File: src/sv/csl_pkg.sv
// ----------------------------------------------------------------------------
// csl_pkg
// Shared types and constants of the C subset lexer: item and token layouts,
// token kind codes, keyword spellings and the bundle type of the token queue.
// ----------------------------------------------------------------------------
package csl_pkg;

  localparam int ValueBits  = 32;
  localparam int PosBits    = 16;
  localparam int QueueDepth = 4;

  localparam logic [3:0] KindNumber = 4'd0;
  localparam logic [3:0] KindReturn = 4'd1;
  localparam logic [3:0] KindIf     = 4'd2;
  localparam logic [3:0] KindElse   = 4'd3;
  localparam logic [3:0] KindWhile  = 4'd4;
  localparam logic [3:0] KindFor    = 4'd5;
  localparam logic [3:0] KindIdent  = 4'd6;
  localparam logic [3:0] KindPunct  = 4'd7;
  localparam logic [3:0] KindEnd    = 4'd8;
  localparam logic [3:0] KindError  = 4'd9;

  localparam logic [47:0] KwReturn = "return";
  localparam logic [47:0] KwIf     = "if";
  localparam logic [47:0] KwElse   = "else";
  localparam logic [47:0] KwWhile  = "while";
  localparam logic [47:0] KwFor    = "for";

  typedef struct packed {
    logic [7:0] char_code;
    logic       end_of_text;
  } in_item_t;

  typedef struct packed {
    logic [3:0]           token_kind;
    logic [PosBits-1:0]   token_start;
    logic [PosBits-1:0]   token_length;
    logic [ValueBits-1:0] number_value;
    logic [7:0]           first_char;
    logic [7:0]           second_char;
    logic                 last_of_run;
  } token_t;

  // Tokens caused by one character: one or two.
  typedef struct packed {
    logic   two;
    token_t tok0;
    token_t tok1;
  } bundle_t;

  typedef struct packed {
    logic    valid;
    bundle_t data;
  } q_port_t;

endpackage

File: src/sv/c_subset_lexer.sv
// ----------------------------------------------------------------------------
// c_subset_lexer
// Streaming lexer for a small C subset, one source character per transaction.
// ----------------------------------------------------------------------------
// Input channel: a character transaction is taken on a clock edge with push
// high and full low. Set end_of_text to flush the pending token and get an
// end token; the lexer then starts over at position zero.
// Output channel: while empty is low, token_o holds the oldest token; it is
// taken on an edge with pop high. last_of_run marks the final token that a
// character caused (zero, one or two tokens per character).
// Throughput: one character per cycle while full is low and one token per
// cycle while the receiver pops; a character that yields two tokens takes
// the output once per token. The lexer writes the queue on the edge that
// takes the character; its first token then moves from the queue into the
// output register once that register is empty or popped, and shows on token_o.
// When the receiver stalls, the token queue (QUEUE_DEPTH bundles) absorbs
// characters until it fills and full rises.
// Reset clears the lexer state, the queue and the valid flag of the output
// register; the block can take characters as soon as reset is released.
// ----------------------------------------------------------------------------
module c_subset_lexer #(
  parameter int QUEUE_DEPTH = csl_pkg::QueueDepth
) (
  input  logic              clk_i,
  input  logic              rst_ni,
  input  logic              push,
  output logic              full,
  input  csl_pkg::in_item_t in_item_i,
  output logic              empty,
  input  logic              pop,
  output csl_pkg::token_t   token_o
);

  csl_pkg::q_port_t wr, rd;
  logic             accept, deq;

  assign accept = push & ~full;

  csl_front u_front (
    .clk_i    (clk_i),
    .rst_ni   (rst_ni),
    .accept_i (accept),
    .in_i     (in_item_i),
    .wr_o     (wr)
  );

  csl_fifo #(
    .Depth (QUEUE_DEPTH)
  ) u_fifo (
    .clk_i  (clk_i),
    .rst_ni (rst_ni),
    .wr_i   (wr),
    .deq_i  (deq),
    .rd_o   (rd),
    .full_o (full)
  );

  csl_back u_back (
    .clk_i   (clk_i),
    .rst_ni  (rst_ni),
    .rd_i    (rd),
    .deq_o   (deq),
    .pop_i   (pop),
    .empty_o (empty),
    .tok_o   (token_o)
  );

`ifndef SYNTH
  a_end_is_last : assert property (@(posedge clk_i) disable iff (!rst_ni)
    (!empty && token_o.token_kind == csl_pkg::KindEnd) |-> token_o.last_of_run)
    else $error("end token not marked as last of its run");

  a_value_only_number : assert property (@(posedge clk_i) disable iff (!rst_ni)
    (!empty && token_o.token_kind != csl_pkg::KindNumber) |-> token_o.number_value == '0)
    else $error("nonzero value on a token that is not a number");

  a_second_char_pair : assert property (@(posedge clk_i) disable iff (!rst_ni)
    (!empty && token_o.second_char != 8'h00) |->
      (token_o.token_kind == csl_pkg::KindPunct && token_o.token_length == 16'd2))
    else $error("second character on a token that is not a two-character operator");
`endif

endmodule

File: src/sv/csl_front.sv
// ----------------------------------------------------------------------------
// csl_front
// Lexer state machine: takes one character per cycle while accept_i is high
// and forms the token bundle that the character completes.
// ----------------------------------------------------------------------------
module csl_front (
  input  logic               clk_i,
  input  logic               rst_ni,
  input  logic               accept_i,
  input  csl_pkg::in_item_t  in_i,
  output csl_pkg::q_port_t   wr_o
);

  localparam int VB = csl_pkg::ValueBits;
  localparam int PB = csl_pkg::PosBits;

  localparam logic [7:0] CharEq   = 8'h3D;
  localparam logic [7:0] CharBang = 8'h21;
  localparam logic [7:0] CharLt   = 8'h3C;
  localparam logic [7:0] CharGt   = 8'h3E;

  typedef enum logic [1:0] {
    ModeIdle,
    ModeNum,
    ModeWord,
    ModeOper
  } mode_e;

  mode_e           mode_q, mode_d;
  logic [PB-1:0]   pos_q, pos_d;
  logic [PB-1:0]   start_q, start_d;
  logic [PB-1:0]   len_q, len_d;
  logic [VB-1:0]   acc_q, acc_d;
  logic [47:0]     prefix_q, prefix_d;
  logic [7:0]      op_q, op_d;
  logic            err_q, err_d;

  logic [7:0]      c;
  logic            is_space, is_digit, is_alpha, is_punct, is_op;
  logic [3:0]      digit;
  logic [VB+3:0]   acc_wide;
  logic [VB-1:0]   acc_next;
  logic [PB-1:0]   len_grow;
  logic [3:0]      word_kind;
  logic            flush_v;
  csl_pkg::token_t flush_tok, new_tok, t0, t1;
  logic            emit_flush, emit_new;

  assign c        = in_i.char_code;
  assign is_space = (c == 8'h20) || (c >= 8'h09 && c <= 8'h0D);
  assign is_digit = (c >= 8'h30) && (c <= 8'h39);
  assign is_alpha = (c >= 8'h61 && c <= 8'h7A) || (c >= 8'h41 && c <= 8'h5A);
  assign is_punct = (c >= 8'h21 && c <= 8'h2F) || (c >= 8'h3A && c <= 8'h40) ||
                    (c >= 8'h5B && c <= 8'h60) || (c >= 8'h7B && c <= 8'h7E);
  assign is_op    = (c == CharEq) || (c == CharBang) || (c == CharLt) || (c == CharGt);
  assign digit    = c[3:0];

  // value * 10 + digit; saturate when the result no longer fits.
  assign acc_wide = ({4'b0, acc_q} << 3) + ({4'b0, acc_q} << 1) + (VB + 4)'(digit);
  assign acc_next = (acc_wide[VB+3:VB] != 4'b0) ? '1 : acc_wide[VB-1:0];
  assign len_grow = (len_q == '1) ? len_q : len_q + PB'(1);

  always_comb begin
    priority if (len_q == PB'(6) && prefix_q == csl_pkg::KwReturn) word_kind = csl_pkg::KindReturn;
    else if (len_q == PB'(2) && prefix_q == csl_pkg::KwIf)         word_kind = csl_pkg::KindIf;
    else if (len_q == PB'(4) && prefix_q == csl_pkg::KwElse)       word_kind = csl_pkg::KindElse;
    else if (len_q == PB'(5) && prefix_q == csl_pkg::KwWhile)      word_kind = csl_pkg::KindWhile;
    else if (len_q == PB'(3) && prefix_q == csl_pkg::KwFor)        word_kind = csl_pkg::KindFor;
    else                                                           word_kind = csl_pkg::KindIdent;
  end

  // Token that the pending run turns into when something ends it.
  always_comb begin
    flush_tok             = '0;
    flush_tok.token_start = start_q;
    flush_tok.token_length = len_q;
    flush_v               = 1'b1;
    unique case (mode_q)
      ModeNum: begin
        flush_tok.token_kind   = csl_pkg::KindNumber;
        flush_tok.number_value = acc_q;
      end
      ModeWord: begin
        flush_tok.token_kind = word_kind;
      end
      ModeOper: begin
        flush_tok.token_kind   = csl_pkg::KindPunct;
        flush_tok.token_length = PB'(1);
        flush_tok.first_char   = op_q;
      end
      default: begin
        flush_v = 1'b0;
      end
    endcase
  end

  always_comb begin
    mode_d     = mode_q;
    pos_d      = pos_q;
    start_d    = start_q;
    len_d      = len_q;
    acc_d      = acc_q;
    prefix_d   = prefix_q;
    op_d       = op_q;
    err_d      = err_q;
    emit_flush = 1'b0;
    emit_new   = 1'b0;
    new_tok    = '0;
    if (accept_i) begin
      if (in_i.end_of_text) begin
        emit_flush          = ~err_q & flush_v;
        emit_new            = 1'b1;
        new_tok.token_kind  = csl_pkg::KindEnd;
        new_tok.token_start = pos_q;
        mode_d              = ModeIdle;
        pos_d               = '0;
        start_d             = '0;
        len_d               = '0;
        acc_d               = '0;
        prefix_d            = '0;
        op_d                = '0;
        err_d               = 1'b0;
      end else begin
        pos_d = pos_q + PB'(1);
        if (!err_q) begin
          if (mode_q == ModeOper && c == CharEq) begin
            emit_new             = 1'b1;
            new_tok.token_kind   = csl_pkg::KindPunct;
            new_tok.token_start  = start_q;
            new_tok.token_length = PB'(2);
            new_tok.first_char   = op_q;
            new_tok.second_char  = c;
            mode_d               = ModeIdle;
          end else if (mode_q == ModeNum && is_digit) begin
            acc_d = acc_next;
            len_d = len_grow;
          end else if (mode_q == ModeWord && (is_alpha || is_digit)) begin
            if (len_q < PB'(6)) begin
              prefix_d = {prefix_q[39:0], c};
            end
            len_d = len_grow;
          end else begin
            emit_flush = flush_v;
            mode_d     = ModeIdle;
            priority if (is_digit) begin
              mode_d  = ModeNum;
              start_d = pos_q;
              len_d   = PB'(1);
              acc_d   = VB'(digit);
            end else if (is_alpha) begin
              mode_d   = ModeWord;
              start_d  = pos_q;
              len_d    = PB'(1);
              prefix_d = 48'(c);
            end else if (is_op) begin
              mode_d  = ModeOper;
              start_d = pos_q;
              len_d   = PB'(1);
              op_d    = c;
            end else if (is_punct) begin
              emit_new             = 1'b1;
              new_tok.token_kind   = csl_pkg::KindPunct;
              new_tok.token_start  = pos_q;
              new_tok.token_length = PB'(1);
              new_tok.first_char   = c;
            end else if (!is_space) begin
              emit_new             = 1'b1;
              new_tok.token_kind   = csl_pkg::KindError;
              new_tok.token_start  = pos_q;
              new_tok.token_length = PB'(1);
              err_d                = 1'b1;
            end else begin
              // Whitespace only ends the pending run.
              mode_d = ModeIdle;
            end
          end
        end
      end
    end
  end

  always_comb begin
    t0 = emit_flush ? flush_tok : new_tok;
    t1 = new_tok;
    t0.last_of_run = ~(emit_flush & emit_new);
    t1.last_of_run = 1'b1;
  end

  assign wr_o.valid     = accept_i & (emit_flush | emit_new);
  assign wr_o.data.two  = emit_flush & emit_new;
  assign wr_o.data.tok0 = t0;
  assign wr_o.data.tok1 = t1;

  always_ff @(posedge clk_i or negedge rst_ni) begin
    if (!rst_ni) begin
      mode_q   <= ModeIdle;
      pos_q    <= '0;
      start_q  <= '0;
      len_q    <= '0;
      acc_q    <= '0;
      prefix_q <= '0;
      op_q     <= '0;
      err_q    <= 1'b0;
    end else begin
      mode_q   <= mode_d;
      pos_q    <= pos_d;
      start_q  <= start_d;
      len_q    <= len_d;
      acc_q    <= acc_d;
      prefix_q <= prefix_d;
      op_q     <= op_d;
      err_q    <= err_d;
    end
  end

endmodule

File: src/sv/csl_fifo.sv
// ----------------------------------------------------------------------------
// csl_fifo
// Short queue of token bundles between the lexer front and the token output.
// ----------------------------------------------------------------------------
module csl_fifo #(
  parameter int Depth = csl_pkg::QueueDepth
) (
  input  logic             clk_i,
  input  logic             rst_ni,
  input  csl_pkg::q_port_t wr_i,
  input  logic             deq_i,
  output csl_pkg::q_port_t rd_o,
  output logic             full_o
);

  localparam int PtrW = (Depth > 1) ? $clog2(Depth) : 1;
  localparam int CntW = $clog2(Depth + 1);

  csl_pkg::bundle_t mem_q [Depth];
  logic [PtrW-1:0]  wptr_q, wptr_d, rptr_q, rptr_d;
  logic [CntW-1:0]  cnt_q, cnt_d;
  logic             do_wr, do_rd;

  assign full_o     = (cnt_q == CntW'(Depth));
  assign do_wr      = wr_i.valid & ~full_o;
  assign do_rd      = deq_i & (cnt_q != '0);
  assign rd_o.valid = (cnt_q != '0);
  assign rd_o.data  = mem_q[rptr_q];

  always_comb begin
    wptr_d = wptr_q;
    rptr_d = rptr_q;
    cnt_d  = cnt_q;
    if (do_wr) begin
      wptr_d = (wptr_q == PtrW'(Depth - 1)) ? '0 : wptr_q + PtrW'(1);
    end
    if (do_rd) begin
      rptr_d = (rptr_q == PtrW'(Depth - 1)) ? '0 : rptr_q + PtrW'(1);
    end
    if (do_wr && !do_rd) begin
      cnt_d = cnt_q + CntW'(1);
    end else if (do_rd && !do_wr) begin
      cnt_d = cnt_q - CntW'(1);
    end
  end

  always_ff @(posedge clk_i) begin
    if (do_wr) begin
      mem_q[wptr_q] <= wr_i.data;
    end
  end

  always_ff @(posedge clk_i or negedge rst_ni) begin
    if (!rst_ni) begin
      wptr_q <= '0;
      rptr_q <= '0;
      cnt_q  <= '0;
    end else begin
      wptr_q <= wptr_d;
      rptr_q <= rptr_d;
      cnt_q  <= cnt_d;
    end
  end

endmodule

File: src/sv/csl_back.sv
// ----------------------------------------------------------------------------
// csl_back
// Token output stage: splits each queued bundle into single tokens and holds
// the oldest one in an output register until it is taken.
// ----------------------------------------------------------------------------
module csl_back (
  input  logic             clk_i,
  input  logic             rst_ni,
  input  csl_pkg::q_port_t rd_i,
  output logic             deq_o,
  input  logic             pop_i,
  output logic             empty_o,
  output csl_pkg::token_t  tok_o
);

  logic            out_valid_q, out_valid_d;
  logic            sel_q, sel_d;
  csl_pkg::token_t out_q, out_d;
  logic            load;

  // The register can take a new token when it is empty or its token leaves now.
  assign load    = ~out_valid_q | pop_i;
  assign empty_o = ~out_valid_q;
  assign tok_o   = out_q;

  always_comb begin
    out_valid_d = out_valid_q;
    out_d       = out_q;
    sel_d       = sel_q;
    deq_o       = 1'b0;
    if (load) begin
      out_valid_d = rd_i.valid;
      if (rd_i.valid) begin
        out_d = sel_q ? rd_i.data.tok1 : rd_i.data.tok0;
        if (rd_i.data.two && !sel_q) begin
          sel_d = 1'b1;
        end else begin
          sel_d = 1'b0;
          deq_o = 1'b1;
        end
      end
    end
  end

  always_ff @(posedge clk_i) begin
    out_q <= out_d;
  end

  always_ff @(posedge clk_i or negedge rst_ni) begin
    if (!rst_ni) begin
      out_valid_q <= 1'b0;
      sel_q       <= 1'b0;
    end else begin
      out_valid_q <= out_valid_d;
      sel_q       <= sel_d;
    end
  end

endmodule
File: config.mk
export PLATFORM = sky130hd
export DESIGN_NAME = c_subset_lexer
export DESIGN_NICKNAME = d
export VERILOG_FILES = /design/src/sv/csl_pkg.sv /design/src/sv/c_subset_lexer.sv /design/src/sv/csl_front.sv /design/src/sv/csl_fifo.sv /design/src/sv/csl_back.sv
export SDC_FILE = /design/constraint.sdc
export NUM_CORES = 1
export LEC_CHECK = 0
export BUFFER_PORTS_ARGS = -buffer_cell sky130_fd_sc_hd__buf_4
export CAP_MARGIN = 25
export CORE_MARGIN = 10
export CORE_UTILIZATION = 30
export CTS_CLUSTER_DIAMETER = 100
export DETAILED_ROUTE_END_ITERATION = 6
export PLACE_DENSITY = 0.57
export RECOVER_POWER = 100
export SKIP_CTS_REPAIR_TIMING = 1
export SYNTH_ARGS = -nofsm -noshare
export SYNTH_HDL_FRONTEND = slang
export SYNTH_SLANG_ARGS = --single-unit
File: constraint.sdc
create_clock -name clk_i -period 5.7 [get_ports clk_i]
set_input_delay 0.57 -clock clk_i [delete_from_list [all_inputs] [get_ports clk_i]]
set_output_delay 0.57 -clock clk_i [all_outputs]
set_load 0.03 [all_outputs]
### Word-level counts from Yosys, hierarchy flattened

Memories as Yosys holds them, arrays and structs flattened.
Index checks and enable logic that the tools add are counted.

* bits in writable memories: 552
* memories kept: 1
* latch bits: 0
* memory bits (read-only): 0
* output and inout port bits: 87
* flip-flop bits (word level): 233

Memory list
* u_fifo.mem_q: words 4, width 138, rd ports 1, clocked after memory_dff 0, wr ports 1, line csl_fifo.sv:19 `csl_pkg::bundle_t mem_q [Depth];`

* divide/modulo/power cells: 0
* $lt $le $gt $ge: 17
* equal/unequal tests: 33
* reduce and logical (&&, ||, !) cells: 47
* $mul: 0
* bitwise logic cells: 12
* add/subtract/negate cells: 8
* shift operators: 0
* multiplexer cells: 120

Operator list (count)
* $mux W48: 8
* $mux W16: 23
* $mux W36: 10
* $mux W32: 8
* $mux W85: 2
* $mux W8: 17
* $eq A16 B3 Y1 const B: 3
* $eq A48 B15 Y1 const B: 1
* $eq A48 B23 Y1 const B: 1
* $eq A48 B31 Y1 const B: 1
* $eq A48 B39 Y1 const B: 1
* $eq A48 B47 Y1 const B: 1
* $eq A8 B6 Y1 const B: 5
* $le A8 B7 Y1 const B: 5
* $add A35 B33 Y36: 1
* $add A36 B4 Y36: 1
* $mux W1: 33
* $add A16 B1 Y16 const B: 2
* $eq A16 B2 Y1 const B: 2
* $ge A8 B7 Y1 const B: 4
* $ge A8 B6 Y1 const B: 3
* $mux W2: 11
* $mux W20: 1
* $logic_and A1 B1 Y1: 19
* 33 further kinds: 74

### Depth between registers and ports, before layout

Gate-level depths: netlist of run 1.

* depth in word-level cells: 22
* depth in mapped cells: 16
* depth with buffers taken out: 14

### By module

Synthesis of run 1 repeated with hierarchy kept, for this count alone.

* cell total of the unflattened synthesis: 2392
* area total of the unflattened synthesis: 39507.9 um^2

By module, submodules not included
* csl_fifo: cells an instance 930, seq. area each 20714.9 um^2, area an instance 25126.6 um^2, instances 1
* csl_front: cells an instance 1271, seq. area each 3478.3 um^2, area an instance 10572.6 um^2, instances 1
* csl_back: cells an instance 190, seq. area each 2602.5 um^2, area an instance 3794.9 um^2, instances 1
* c_subset_lexer: cells an instance 1, seq. area each 0.0 um^2, area an instance 13.8 um^2, instances 1

### Least setup slack after synthesis of run 1

OpenSTA, ideal clock, no wires.

* path type: input-to-reg
* start point: input pop
* end point: register u_fifo.cnt_q[1]
* required time: 5575 ps
* setup slack: -740 ps
* buffers on the path: 0
* stages on the path: 8
* arrival: 6315 ps
* cell sequence: inv_1 a21oi_1 a21boi_0 inv_1 ha_1 inv_1 fa_1 mux2_2

* longest elaborated chain between the ends: 6

RTL lines
* start: declaration: line c_subset_lexer.sv:30 `input logic pop,`
* $or A1 B1 Y1: line csl_back.sv:22 `assign load = ~out_valid_q | pop_i;`
* $mux W1: line csl_back.sv:31 `if (load) begin`
* $and A1 B1 Y1: line csl_fifo.sv:26 `assign do_rd = deq_i & (cnt_q != '0);`
* $logic_not A1 Y1: line csl_fifo.sv:40 `if (do_wr && !do_rd) begin`
* $logic_and A1 B1 Y1: line csl_fifo.sv:40
* $mux W3: line csl_fifo.sv:40
* named net u_fifo.cnt_d[1]: line csl_fifo.sv:21 `logic [CntW-1:0] cnt_q, cnt_d;`
* end signal: assignment: line csl_fifo.sv:61 `cnt_q <= cnt_d;`
* end: declaration: line csl_fifo.sv:21

The timed path passes the listed nets, and every way through them passes these cells.
A chain may end at the register's enable or synchronous reset.

==> run summary, run 1 <==
Input and output buffers added on the ports amount to 99. The total routing usage reported by global routing came out at 12.2%. The critical path is of the in2reg type. IR analysis of the VDD net gives a maximum drop of 0.000294 V. The part of the Yosys area used for sequential elements came out at 66.4%.

The number of distinct library cells after synthesis came out at 74. The horizontal die dimension came out at 345 µm. The arrival time reported for the critical path endpoint is 5.23 ns. The worst slew slack as a fraction of its limit came out at -91.0%.

The number of sinks driven by the clock tree came out at 725. In the layout the commonest cells are 577 x edfxtp_1, 289 x nand2_1, 146 x dfrtp_1. The post-route standard cell area excluding fillers came out at 36200 µm².

The area of placed instances came out at 34200 µm². The number of nets with antenna violations after routing came out at 0. Setup repair after global routing left no endpoint under its margin.

The ratio of total power to cell area came out at 462 nW/µm². The library cell used most frequently in the layout, excluding fill and tap cells, is edfxtp_1. The ratio of routed vias to standard cells came out at 4.87. TritonCTS built the clock tree. The floorplan die height is 345 µm.

The area of the mapped netlist came out at 31700 µm². The via count of the first global-routing pass came out at 19200. The smallest clock period supported by the final layout is computed as 4.80 ns.

The remaining routing DRC violations is 0. The total of endpoints with negative setup slack in the final report is 0. The final period utilization is 84.3%. The initial antenna violation count came to 7. The post-synthesis instance total is 2166. At the end of routability-driven placement, the weighted congestion stood at 0.841.

The required time of the critical path came out at 6.12 ns. The floorplan has 119 rows. The number of max-cap violations came out at 11. The clock arrives with 0.0289 ns of skew. The prevailing post-synth register cell is edfxtp_1. The post-synthesis sequential element count is 725. The setup TNS is 0 ns. The clock latency at the later pin of the worst-skew pair came out at 0.63 ns. The first-pass GRT wire length is 114 mm. The hold violation total from the final report came out at 0.

The number of buffers created by CTS came out at 77. The total power consumption of the routed design came out at 16.7 mW. The flow ran to the end, but the final reports show violations. The worst-path maximum fanout is 32. The number of placed cells counting well taps came out at 3602.

The count of warnings emitted by yosys came out at 0. Clock-pin slew was measured on the worst setup and hold paths at 0.06 ns. The initial standard-cell utilization of the core is 30.1%. The per-instance average area after synthesis came out at 14.6 µm².

The detailed-route wire length is 73.4 mm. The checks that failed: max-capacitance violations, max-slew violations. The maximum buffer depth of the clock tree came out at 3. The worst-margin pin slew is 2.87 ns.

The detailed-route wire length per cell is 19.6 µm. The H-tree was split into 3 levels. The synthesis-to-finish area growth came out at 14.3%.

0 antenna diodes ended up in the layout. The floorplan die area came out at 119000 µm². The count of pins on the block boundary came out at 100. The maximum clock frequency is 0.208 GHz. The total iterations of the first detailed-routing run came out at 5. STA classifies the critical path endpoint as a flip-flop. The type of the most critical hold path is in2reg. The final number of max-transition violations is 478. The area of the core is 105000 µm². The leakage power came out at 13.2 nW. The count of non-filler cells in the finished layout came out at 3748. The HPWL reported at the end of detailed placement came out at 46.8 mm.

The via count is 18300. STA classifies the critical path startpoint as an input port. The async set-reset flop share out of synthesis came out at 20.4%.

The overall overflow remaining after global route is 0. The root buffer cell chosen for the clock tree is clkbuf_16. The number of enable flip-flop cells after synthesis came out at 577. The maximum number of pins on one net before global-route repair is 87. Of the cells placed in the final design, the portion with a size suffix greater than 1 is 12.5%. The number of DRC markers after the initial detailed-route iteration is 1524. The final layout net count is 2382.
## worst max-delay path, stage by stage
cell and delay (ns):
clkbuf_1 0.27, or4_1 0.66, o211ai_1 0.33, nor2_2 0.08, o21ai_0 0.61, a21oi_1 0.17, or4_1 1.27, nor2_4 0.93
and2_0 0.33
## final cells by class
cell class / instances / area (µm²)
fillers: 10200 / 68900
flip-flops and latches: 725 / 21000
multi-input cells: 1287 / 9990
clock buffers: 118 / 2230
well taps: 1391 / 1740
repair buffers: 130 / 696
inverters: 71 / 267
clock inverters: 26 / 236
## worst paths after layout
kind | start | endpoint | slack, ns | cells after the start
max in group asynchronous | rst_ni | u_fifo.rptr_q[0]$_DFFE_PN0P_ | 2.21 | 3
hold reg to reg | u_fifo.cnt_q[2]$_DFFE_PN0P_ | u_fifo.cnt_q[2]$_DFFE_PN0P_ | 0.49 | 1
min in group asynchronous | rst_ni | u_front.prefix_q[10]$_DFFE_PN0P_ | 0.97 | 2
hold / removal | pop | u_back.out_valid_q$_DFFE_PN0N_ | 0.14 | 2
setup / recovery | in_item_i[4] | u_fifo.mem_q[3][83]$_DFFE_PP_ | 0.90 | 9
setup reg to reg | u_fifo.rptr_q[1]$_DFFE_PN0P_ | u_back.tok_o[75]$_DFFE_PP_ | 1.32 | 4
## routing by layer
layer  GRT usage (%)  routed length [µm]  vias up
met4            3.22                1220       10
li1                -                   -     8347
met3            2.59                3960      103
met2            20.9               36400      418
met1            15.6               31800     9389
met5               0                  59        -
## report_power, final
| part | switching (mW) | internal [mW] |
|---|---|---|
| Combinational | 2.73 | 1.58 |
| Sequential | 0.494 | 7.04 |
| Clock | 2.04 | 2.85 |
| Total | 5.26 | 11.5 |
## flip-flops by register name, indices dropped and copies added (netlist names)
| name | count |
|---|---|
| u_front.pos_q | 16 |
| u_front.prefix_q | 48 |
| u_fifo.rptr_q | 2 |
| u_fifo.wptr_q | 2 |
| u_front.mode_q | 2 |
| u_back.tok_o | 85 |
| u_front.start_q | 16 |
| u_back.out_valid_q | 1 |
| u_fifo.cnt_q | 3 |
| u_front.acc_q | 32 |
| u_front.len_q | 16 |
| u_front.op_q | 8 |
| u_fifo.mem_q | 492 |
| u_front.err_q | 1 |
| u_back.sel_q | 1 |
## kinds of logic after synthesis
family                     share of synthesized area [%]
DFF                                                 66.4
and+or+nand+nor                                     10.4
buffers and inverters                               2.23
xor gates and xnor gates                            1.44
muxes                                               11.4
AOI/OAI and AO/OA                                   5.09
adders and majority gates                           3.11
other                                             0.0118
## through the flow
step	utilization, %	worst slack [ns]	hold WS (ns)
3_3_place_gp	32.5	1.31	0.468
4_1_cts	34.9	1.50	-0.196
2_1_floorplan	-	1.18	0.274
5_1_grt	34.4	0.587	0.122
6_report	34.4	0.895	0.139
3_5_place_dp	32.5	1.20	0.475
## cell usage after synthesis, drive strengths merged, types with 8 or more instances
cell / count / area share (%)
xnor2: 19 / 0.53
nand4: 22 / 0.43
nor3: 27 / 0.43
dfrtp: 148 / 12
nand2: 289 / 3.4
o21ai: 66 / 1.1
ha: 74 / 2.9
or4: 10 / 0.26
nand2b: 8 / 0.16
and3: 14 / 0.28
mux2i: 45 / 1.4
nor2: 107 / 1.3
clkbuf: 71 / 0.84
edfxtp: 577 / 55
xor2: 33 / 0.91
nand3: 32 / 0.51
buf: 35 / 0.55
mux4: 123 / 8.7
inv: 71 / 0.84
a31oi: 11 / 0.22
a22oi: 19 / 0.45
a21oi: 66 / 1.1
a21o: 13 / 0.31
nor4: 14 / 0.30
nor2b: 19 / 0.38
and2: 113 / 2.2
a211oi: 10 / 0.24
mux2: 31 / 1.2
o211ai: 29 / 0.72
No activity file was read; power rests on OpenSTA's default activity.
==> run 2: changes to the inputs <==
==> constraint.sdc (replaced) <==
create_clock -name clk_i -period 3.9 [get_ports clk_i]
set_input_delay 0.39 -clock clk_i [delete_from_list [all_inputs] [get_ports clk_i]]
set_output_delay 0.39 -clock clk_i [all_outputs]
set_load 0.03 [all_outputs]
==> run summary, run 2 (synthesis results as in run 1) <==
The maximum single-stage delay on the critical path is 0.66 ns. The via count of the first global-routing pass is 19200. The maximum number of pins on one net before global-route repair is 126. The number of DRC markers after the initial detailed-route iteration came out at 1441.

The floorplan step set the die height to 345 µm. The library cells used most frequently in the layout, excluding fill and tap cells, are 577 x edfxtp_1, 288 x nand2_1, 146 x dfrtp_1. The hold violation total from the final report was 0.

Sequential cells burn 44.1% of the power. The clock latency at the later pin of the worst-skew pair came out at 0.62 ns. The clock tree from TritonCTS is done. The leakage power came out at 13.4 nW.

In this run the tightest slew margin relative to its limit is -46.8%. The arrival time reported for the critical path endpoint is 4.09 ns. The total power consumption of the routed design came out at 24.5 mW.

The detail route stage leaves a number of antenna-violating nets equal to 0. In this design, the critical path's most frequently occurring cell is or4_1. After routing the design area is 36400 µm². The first-pass GRT wire length came out at 115 mm.

The floorplan die area is 119000 µm². The min-delay analysis places its worst path in the category in2reg. The maximum clock frequency is 0.267 GHz. The count of non-filler cells in the finished layout came out at 3773. The post-route worst setup slack came out at 0.150 ns.

The kind of end point of the critical path is a flip-flop. The run finished, with violations left. The remaining routing DRC violations came out at 0. The via count came out at 18300.

The initial antenna violation count is 6. The register with the most flip-flops in the layout has 492 of them. For this design the ratio of total power to cell area is 673 nW/µm².

Counting flops per register, the top entry is u_fifo.mem_q. The minimum period implied by the final worst setup slack is 3.75 ns. Dividing the detail-routed wire length by the instance count gives 19.5 µm. Summed over all nets, the switching power comes to 7.72 mW.

For this design, the slowest cell found on the critical path is or4_1. Cell internal power was estimated by the tool at 16.8 mW. Once placement finished, the instance area stood at 34400 µm². The share of final-layout standard cells stronger than drive strength 1 is 13.4%.

The core region is 105000 µm². Counting along the longest clock path gives a buffer depth of 3. CTS placed an instance of clkbuf_16 at the clock tree root. The required time of the critical path is 4.24 ns.

The number of buffers created by CTS is 78. The clock arrives with 0.0217 ns of skew. Walking the worst path, the cells encountered are clkbuf_2 > or4_1 > o211ai_1 > nor2_1 > o21ai_0 > a21oi_2 > or4_1 > clkbuf_4 > mux2_1. The number of max-cap violations came out at 3. The count of standard-cell rows came out at 119. The post-route worst hold slack is 0.162 ns. The setup TNS came out at 0 ns.

The total routing usage reported by global routing is 12.3%. The count of pins on the block boundary is 100. The worst-path maximum fanout came out at 27.

The final layout net count is 2407. The final RePlAce weighted congestion is 0.834. The total of buffers placed on input and output ports is 99. The final reports fail on max-capacitance violations, max-slew violations. The class of the most critical setup path is in2reg. The library cell used most frequently in the layout, excluding fill and tap cells, is edfxtp_1. The initial standard-cell utilization of the core is 30.1%. At the end of the flow the core is filled with cells to 34.6%. Before CTS, the worst setup slack after placement is 0.0980 ns. For the pin with the worst max-slew slack, the measured transition is 2.20 ns. Setup repair after global routing left no endpoint under its margin.

The die is 345 µm wide. The final number of max-transition violations is 236. The number of sinks driven by the clock tree came out at 725. For this run the aggregate overflow at the end of global routing stands at 0.

The part of the power in the clock network is 29.4%. The detailed-route wire length came out at 73.7 mm. The total of endpoints with negative setup slack in the final report is 0. The peak supply drop came out at 0.000911 V. The total iterations of the first detailed-routing run came out at 5. The share of total power in combinational logic is 26.5%. The ratio of routed vias to standard cells came out at 4.84. The synthesis-to-finish area growth came out at 14.9%. The switching power as a share of total power came out at 31.5%.

The count of filler cells inserted in the layout came out at 10200. CTS built an H-tree with a depth of 3. The final period utilization came out at 96.1%. The HPWL reported at the end of detailed placement came out at 46.0 mm.

The clock input transition at the sequential cells of the worst setup and hold paths is 0.06 ns. The number of placed cells counting well taps is 3625. The worst setup path is launched from an input port.
[run 2: routing by layer]
metal / vias to the layer above / routed length [µm] / global-route usage [%]
li1: 8393 / - / -
met1: 9327 / 32000 / 15.9
met2: 435 / 36400 / 21.0
met3: 107 / 3720 / 2.10
met4: 10 / 1520 / 3.80
met5: - / 71 / 0
[run 2: worst paths after layout]
kind	slack [ns]	to	depth (start not counted)	from
setup / recovery	0.15	u_fifo.mem_q[3][126]$_DFFE_PP_	9	in_item_i[4]
hold / removal	0.16	u_front.acc_q[0]$_DFFE_PN0P_	3	in_item_i[1]
setup reg to reg	0.24	u_front.acc_q[13]$_DFFE_PN0P_	12	u_front.acc_q[0]$_DFFE_PN0P_
hold reg to reg	0.49	u_fifo.cnt_q[2]$_DFFE_PN0P_	1	u_fifo.cnt_q[2]$_DFFE_PN0P_
max in group asynchronous	0.75	u_front.start_q[2]$_DFFE_PN0P_	3	rst_ni
min in group asynchronous	0.96	u_front.prefix_q[41]$_DFFE_PN0P_	2	rst_ni
[run 2: critical path, delay by kind of cell]
kind | cells | cell delay (ns)
AOI/OAI and AO/OA | 3 | 1.09
buffers and inverters | 2 | 0.67
and+or+nand+nor | 3 | 1.44
muxes | 1 | 0.47
[run 2: layout make-up]
type	count	area, µm²	share of cell area [%]
Timing Repair Buffer	154	841	2.31
Clock buffer	111	2220	6.10
Multi-Input combinational cell	1287	10000	27.5
Antenna cell	1	2.50	0.00687
Clock inverter	33	287	0.787
Inverter	71	267	0.732
Sequential cell	725	21000	57.8
Tap cell	1391	1740	4.78
[run 2: power groups by stage]
| stage | clock (mW) | sequential (mW) | combinational, mW |
|---|---|---|---|
| detailed placement | 0 | 11.0 | 7.19 |
| floorplan | 0 | 11.8 | 3.72 |
| global placement | 0 | 10.9 | 7.18 |
| global route | 7.69 | 10.9 | 7.11 |
| finish | 7.21 | 10.8 | 6.50 |
| CTS | 7.39 | 10.8 | 7.21 |
